### src/rtl/core/qdrp_pkg.sv
`default_nettype none
package qdrp_pkg;

  localparam int DEF_MAX_SEGMENTS = 63;
  localparam int DEF_COORD_BITS   = 32;
  localparam int DEPTH_BITS       = 32;
  localparam int SEG_BITS         = 6;

  typedef struct packed {
    logic valid;
    logic last;
  } ctl_t;

endpackage
`default_nettype wire

### src/rtl/core/qdrp_seq.sv
`default_nettype none
module qdrp_seq import qdrp_pkg::*; #(
  parameter int MAX_SEGMENTS = DEF_MAX_SEGMENTS,
  parameter int COORD_BITS   = DEF_COORD_BITS,
  localparam int SW  = ((COORD_BITS > 33) ? COORD_BITS : 33) + 2,
  localparam int WW  = $clog2(MAX_SEGMENTS * MAX_SEGMENTS + 1),
  localparam int IW  = (MAX_SEGMENTS > 1) ? $clog2(MAX_SEGMENTS + 1) : 1,
  localparam int IDW = ((6 * COORD_BITS + DEPTH_BITS + SEG_BITS + 7) / 8) * 8
) (
  input  wire logic                 clk,
  input  wire logic                 rst_n,
  input  wire logic                 en,
  input  wire logic                 in_tvalid,
  output logic                      in_tready,
  input  wire logic [IDW-1:0]       in_tdata,
  output ctl_t                      o_ctl,
  output logic [WW-1:0]             o_wa,
  output logic [WW-1:0]             o_wb,
  output logic [WW-1:0]             o_wc,
  output logic [WW-1:0]             o_den,
  output logic signed [SW-1:0]      o_f [3],
  output logic signed [SW-1:0]      o_s [3],
  output logic signed [SW-1:0]      o_t [3]
);

  localparam int C = COORD_BITS;

  logic signed [SW-1:0] f_r [3];
  logic signed [SW-1:0] s_r [3];
  logic signed [SW-1:0] t_r [3];
  logic signed [SW-1:0] f_nxt [3];
  logic signed [SW-1:0] s_nxt [3];
  logic signed [SW-1:0] t_nxt [3];
  logic [IW-1:0]        n_r;
  logic [IW-1:0]        n_nxt;
  logic [IW-1:0]        cnt_r;
  logic [IW-1:0]        rest;
  logic                 busy_r;
  logic [SW-1:0]        depth_ext;
  logic [SEG_BITS-1:0]  seg;
  logic                 accept;

  assign in_tready = !busy_r;
  assign accept    = in_tvalid && in_tready;
  assign seg       = in_tdata[6*C+DEPTH_BITS +: SEG_BITS];
  assign depth_ext = {{(SW-DEPTH_BITS){in_tdata[6*C+DEPTH_BITS-1]}},
                      in_tdata[6*C +: DEPTH_BITS]};
  assign rest      = n_r - cnt_r;

  always_comb begin
    for (int c = 0; c < 3; c++) begin
      f_nxt[c] = {{(SW-C){in_tdata[c*C+C-1]}}, in_tdata[c*C +: C]};
      t_nxt[c] = {{(SW-C){in_tdata[(3+c)*C+C-1]}}, in_tdata[(3+c)*C +: C]};
      s_nxt[c] = f_nxt[c] + t_nxt[c];
    end
    s_nxt[2] = s_nxt[2] + $signed({depth_ext[SW-3:0], 2'b00});
    if (seg == '0) begin
      n_nxt = IW'(1);
    end else if (seg > SEG_BITS'(MAX_SEGMENTS)) begin
      n_nxt = IW'(MAX_SEGMENTS);
    end else begin
      n_nxt = seg[IW-1:0];
    end
  end

  always_ff @(posedge clk) begin
    if (!rst_n) begin
      busy_r      <= 1'b0;
      cnt_r       <= '0;
      o_ctl.valid <= 1'b0;
    end else begin
      if (accept) begin
        busy_r <= 1'b1;
        cnt_r  <= '0;
      end else if (en && busy_r) begin
        cnt_r <= cnt_r + IW'(1);
        if (cnt_r == n_r) begin
          busy_r <= 1'b0;
        end
      end
      if (en) begin
        o_ctl.valid <= busy_r;
      end
    end
  end

  always_ff @(posedge clk) begin
    if (accept) begin
      f_r <= f_nxt;
      s_r <= s_nxt;
      t_r <= t_nxt;
      n_r <= n_nxt;
    end
    if (en && busy_r) begin
      o_ctl.last <= (cnt_r == n_r);
      o_wa       <= WW'(rest) * WW'(rest);
      o_wb       <= WW'(cnt_r) * WW'(rest);
      o_wc       <= WW'(cnt_r) * WW'(cnt_r);
      o_den      <= WW'(n_r) * WW'(n_r);
      o_f        <= f_r;
      o_s        <= s_r;
      o_t        <= t_r;
    end
  end

  a_cnt_range: assert property (@(posedge clk) disable iff (!rst_n)
    busy_r |-> cnt_r <= n_r) else $error("point index beyond segment count");
  a_done: assert property (@(posedge clk) disable iff (!rst_n)
    (en && busy_r && cnt_r == n_r && !accept) |=> !busy_r)
    else $error("route did not finish after its last point");
  a_n_nonzero: assert property (@(posedge clk) disable iff (!rst_n)
    busy_r |-> n_r != '0) else $error("zero segments reached the sequencer");

endmodule
`default_nettype wire

### config.mk
export PLATFORM = sky130hd
export DESIGN_NAME = qdrp_seq
export DESIGN_NICKNAME = d
export VERILOG_FILES = /design/src/rtl/core/qdrp_pkg.sv /design/src/rtl/core/qdrp_seq.sv
export SDC_FILE = /design/constraint.sdc
export NUM_CORES = 1
export LEC_CHECK = 0
export BUFFER_PORTS_ARGS = -buffer_cell sky130_fd_sc_hd__clkbuf_2
export CAP_MARGIN = 20
export CORE_MARGIN = 2
export CORE_UTILIZATION = 31
export CTS_CLUSTER_DIAMETER = 80
export DETAILED_ROUTE_END_ITERATION = 10
export GPL_TIMING_DRIVEN = 0
export PLACE_DENSITY_LB_ADDON = 0.2
export SLEW_MARGIN = 0
export SYNTH_ARGS = -nofsm -noshare
export SYNTH_HDL_FRONTEND = slang
export SYNTH_SLANG_ARGS = --single-unit
export TNS_END_PERCENT = 30
### constraint.sdc
create_clock -name clk -period 43.8 [get_ports clk]
set_clock_uncertainty 0.15 [all_clocks]
set_input_delay 6.57 -clock clk [delete_from_list [all_inputs] [get_ports clk]]
set_output_delay 6.57 -clock clk [all_outputs]
set_load 0.03 [all_outputs]
==> Word-level counts from Yosys, hierarchy flattened <==
Cells that the tools add are included.
{ "word_totals": {"ff_bits": 657, "in_bits": 236, "output_inout_bits": 366, "wordCells": 54} }
{ "classes": {"addsub": 6, "n_mul": 4, "n_lt_le_gt_ge": 1, "n_eq_ne": 1, "n_mux": 4, "bitwise": 1, "n_reduce_logical": 9} }
{ "ops": {"columns": ["operator", "count"], "rows": [
  ["adder 32 x 32 -> 33 bit", 3],
  ["multiplier 6 x 6 -> 12 bit", 4],
  ["adder 33 x 34 -> 35 bit", 1],
  ["adder 6 x 1 -> 6 bit, second input constant", 1],
  ["equality test 6 bit", 1],
  ["> comparator 6 bit, second input constant", 1],
  ["logical NOT 6 bit", 1],
  ["two-way mux 6 bit", 1],
  ["subtractor 6 bit", 1],
  ["nonzero test 2 bit", 2],
  ["OR reduction 2 bit", 2],
  ["two-way mux 1 bit", 3],
  ["logical AND 1 bit", 2],
  ["AND reduction 2 bit", 1],
  ["logical NOT 1 bit", 1],
  ["NOT 1 bit", 1]
]} }

==> Longest topological paths before layout <==
{ "logic_depth": {"ltp_word": 4, "depth_mapped": 25, "depth_no_buf": 24} }

==> Worst setup path after synthesis <==
Ideal clock, no wire load.
{ "synth_path": {"kind": "input to register", "from": "in in_tvalid", "to": "reg cnt_r[1]", "setup_time_ps": 544, "arrival_ps": 20530, "t_required_ps": 43106, "path_slack_ps": 22577, "path_stages": 3, "n_path_buf": 0, "cell_sequence": "nor2b_1 nand2b_1 a211oi_1"} }
{ "synth_via": {"elab_chain_len": 2} }
{ "synth_rtl": {"columns": ["item", "line_no", "source"], "rows": [
  ["start, declared", "qdrp_seq.sv:13", "input wire logic in_tvalid,"],
  ["logical AND 1 bit", "qdrp_seq.sv:44", "assign accept = in_tvalid && in_tready;"],
  ["OR reduction 2 bit (no source line)", null, null],
  ["end signal, assigned", "qdrp_seq.sv:76", "cnt_r <= cnt_r + IW'(1);"],
  ["end, declared", "qdrp_seq.sv:36", "logic [IW-1:0] cnt_r;"]
]} }
Every way passes these cells.
A chain may end at the register's enable or synchronous reset.

==> flow_summary.ini <==
[clock_network]
cts_setup_buffers = 0
root_buffer = clkbuf_16
h-tree-depth = 3
ctsResizeCount = 0
hold_buffers = 0
cts_sinks = 646
numCtsBuffers = 75
cts_buffer_depth = 3
cts_tree = built
path_clk_slew_ps = 60
clock_latency_ps = 620

[setup_path]
worstPathCellList = clkbuf_2 > fa_1 > ha_1 > and2_1 > a221oi_1 > a2111oi_0 > a211oi_1 > nor3_1 > o21ai_0 > nand4b_1 > o311ai_0
crit_required_ps = 44100
critical_path.slowest_cell = a221oi_1
arrival_ps = 9790
start_kind = input port
cp_num_buf_inv = 1
endpoint_kind = register
cp_slowest_stage_delay_ps = 530
crit_family = compound AO/OA/AOI/OAI gates
rrSetupSlack_ps = 37300
path_class = in -> reg
crit_fanout = 4

[routing]
drtAntennaViolNets = 0
first_pass_iters = 5
via_per_inst = 4.58
postRouteWirelength_um = 74200
post_drt_wl_per_cell_um = 19.7
remaining_drc_errors = 0
drtIter0Drc = 879
dr_total_vias = 17200

[global_route]
overflow = 0
grt_usage_pct = 15.4
grt_first_pass_wirelength_um = 110000
grt_max_degree = 70
antenna_found_initial = 8
first_global_vias = 18100

[min_path]
min_path_type = reg -> reg

[floorplan]
num_io_pins = 602
rows = 111
dieArea_mm2 = 0.0947
die_h_um = 308
core_mm2 = 0.0915
start_util_pct = 31.2
die_width_um = 308

[sta]
worstMarginPinSlew_ps = 1000
setup_tns_ps = 0
max_freq_mhz = 105
fin_ws_ps = 34300
finalHoldViolCount = 0
setup_viol = 0
rsz0062_at_grt = no
relSlewSlack_pct = 32.9
finalCritPeriodShare_pct = 21.7
min_period_ps = 9500
slew_violations = 0

[yosys]
synth_edf_count = 638
syn_inst = 1823
synth_cell_type_count = 75
async_flop_share_pct = 0
yosysSeqAreaShare_pct = 67.6
yosysWarningCount = 0
avgSynthCellArea_um2 = 15.7
synth_area_mm2 = 0.0286
synth_ff_type = edfxtp_1
ys_ff_latch = 646

[layout]
fin_nets = 2994
drive_gt1_share_pct = 30.1
n_fill_cell = 8641
register_area_mm2 = 0.0193
multi_input_area_mm2 = 0.00857
area_growth_pct = 25.7

[place]
gp_congestion = 0.835
port_buffers = 596
dp_hpwl_um = 57600
dp_slack_ps = 33640

[power_and_ir_drop]
p_leak_nw = 14.6
power.density_mw_per_mm2 = 45.9
peakVddDrop_uv = 25.0

[run_status]
status = completed

[flow_run]
max_cap_violations = 0
==> final cells by class <==
type,instances,area share [%]
well taps,1186,4.13
diodes,1,0.00696
plain buffers,56,0.863
multi-input cells,1016,23.9
repair buffers,613,9.43
inverters,107,1.12
clock inverters,47,1.50
clock buffers,86,5.34
flip-flops and latches,646,53.8
==> cells in the mapped netlist (19+ instances only) <==
cell type | instances | area [um2]
clkbuf_1 | 29 | 109
nor2b_1 | 20 | 125
xnor2_1 | 97 | 850
a21o_1 | 63 | 473
o21bai_1 | 24 | 180
a21oi_1 | 99 | 495
o21ai_0 | 48 | 240
buf_4 | 25 | 188
edfxtp_1 | 638 | 19200
inv_1 | 105 | 394
xor2_1 | 36 | 315
nand2b_1 | 20 | 125
nor2_1 | 71 | 267
ha_1 | 166 | 2080
nand2_1 | 78 | 293
fa_1 | 77 | 1540
nand3_1 | 19 | 95.1
and2_1 | 35 | 219
==> per-layer routing <==
metal  vias up  track usage [%]  share of wire (%)
met2       476             26.5                 50
met5         -                0              0.047
li1       8161                -                  -
met3       101             4.78                7.4
met1      8478             18.3                 40
met4         6             5.23                2.4
==> per-stage QoR <==
| step | total power, mW | hold slack [ps] | util (%) | instances | cell area, um2 |
|---|---|---|---|---|---|
| after detailed placement | 1.04 | 255 | 36.6 | 3624 | 33500 |
| after CTS | 1.67 | 258 | 39.3 | 3757 | 35900 |
| after global routing | 1.73 | 259 | 39.3 | 3757 | 35900 |
| after floorplan | 0.965 | 250 | - | 1825 | 28600 |
| after global placement | 1.05 | 251 | 36.1 | 3607 | 33100 |
| final | 1.65 | 255 | 39.3 | 3758 | 35900 |
==> worst register-to-register path, stage by stage, from the launching register on <==
cell	delay [ps]
dfxtp_1	450
clkbuf_1	440
inv_1	180
ha_1	320
nor2b_1	140
o21ai_0	140
nand2b_1	100
a21o_1	200
a21o_1	180
xnor2_1	330
clkbuf_1	390
nand2_1	170
fa_1	540
fa_1	540
fa_1	550
inv_1	40
ha_1	320
a21oi_1	160
nor2_1	50
nor2_1	140
o21bai_1	90
a21oi_1	230
o21bai_1	90
a21oi_1	200
xnor2_1	110
==> where the power goes <==
group	internal (mW)	leakage (nW)	switching [mW]	total, mW
registers	0.743	6.05	0.0119	0.755
logic	0.101	7.32	0.167	0.269
clock network	0.374	1.18	0.253	0.627
==> sequential cells by signal, summed over array words and instances, names as in the netlist, 11 cells and up <==
register	count
s_r	101
o_f	96
o_den	11
o_s	101
o_t	96
o_wa	11
o_wb	12
f_r	96
t_r	96
o_wc	11
==> final timing paths <==
kind                            depth (start not counted)  endpoint    startpoint
worst max-delay path                                   11   s_r[30]  in_tdata[68]
worst min-delay path                                    0    o_s[6]        s_r[6]
worst max register to register                         24  o_wb[11]      cnt_r[1]
worst min register to register                          0    o_s[6]        s_r[6]
==> kinds of logic (layout without fill, tap and decap cells) <==
group / Yosys count / in the layout / share of synthesized area [%]
buf+inv: 163 / 909 / 2.48
mux: 4 / 4 / 0.149
xor+xnor: 133 / 133 / 4.07
fa+ha+maj: 243 / 243 / 12.7
other cells: 1 / 4 / 0.0131
compound gates: 338 / 338 / 7.88
simple gates: 295 / 295 / 5.17
flops: 646 / 646 / 67.6
==> layout by cell type, fill, tap and decap left out, drive strengths merged, types with 4 or more instances in the layout <==
cell      instances
buf              43
a211oi           13
nor3              8
nor2b            21
o21a             13
xor2             36
nand3            20
fa               77
and4              4
clkinvlp          6
o21bai           27
ha              166
dfxtp             8
clkinv           32
a311oi            4
o21ai            54
nand2            78
bufinv           10
clkbuf          712
a21o             63
inv             106
xnor2            97
edfxtp          638
and2             35
nand2b           20
nor2             71
nand4             9
and3             13
o211ai           10
a2111oi           5
o31ai             4
a31oi            17
or3               6
a21oi            99
(Power assumes the default switching activity.)
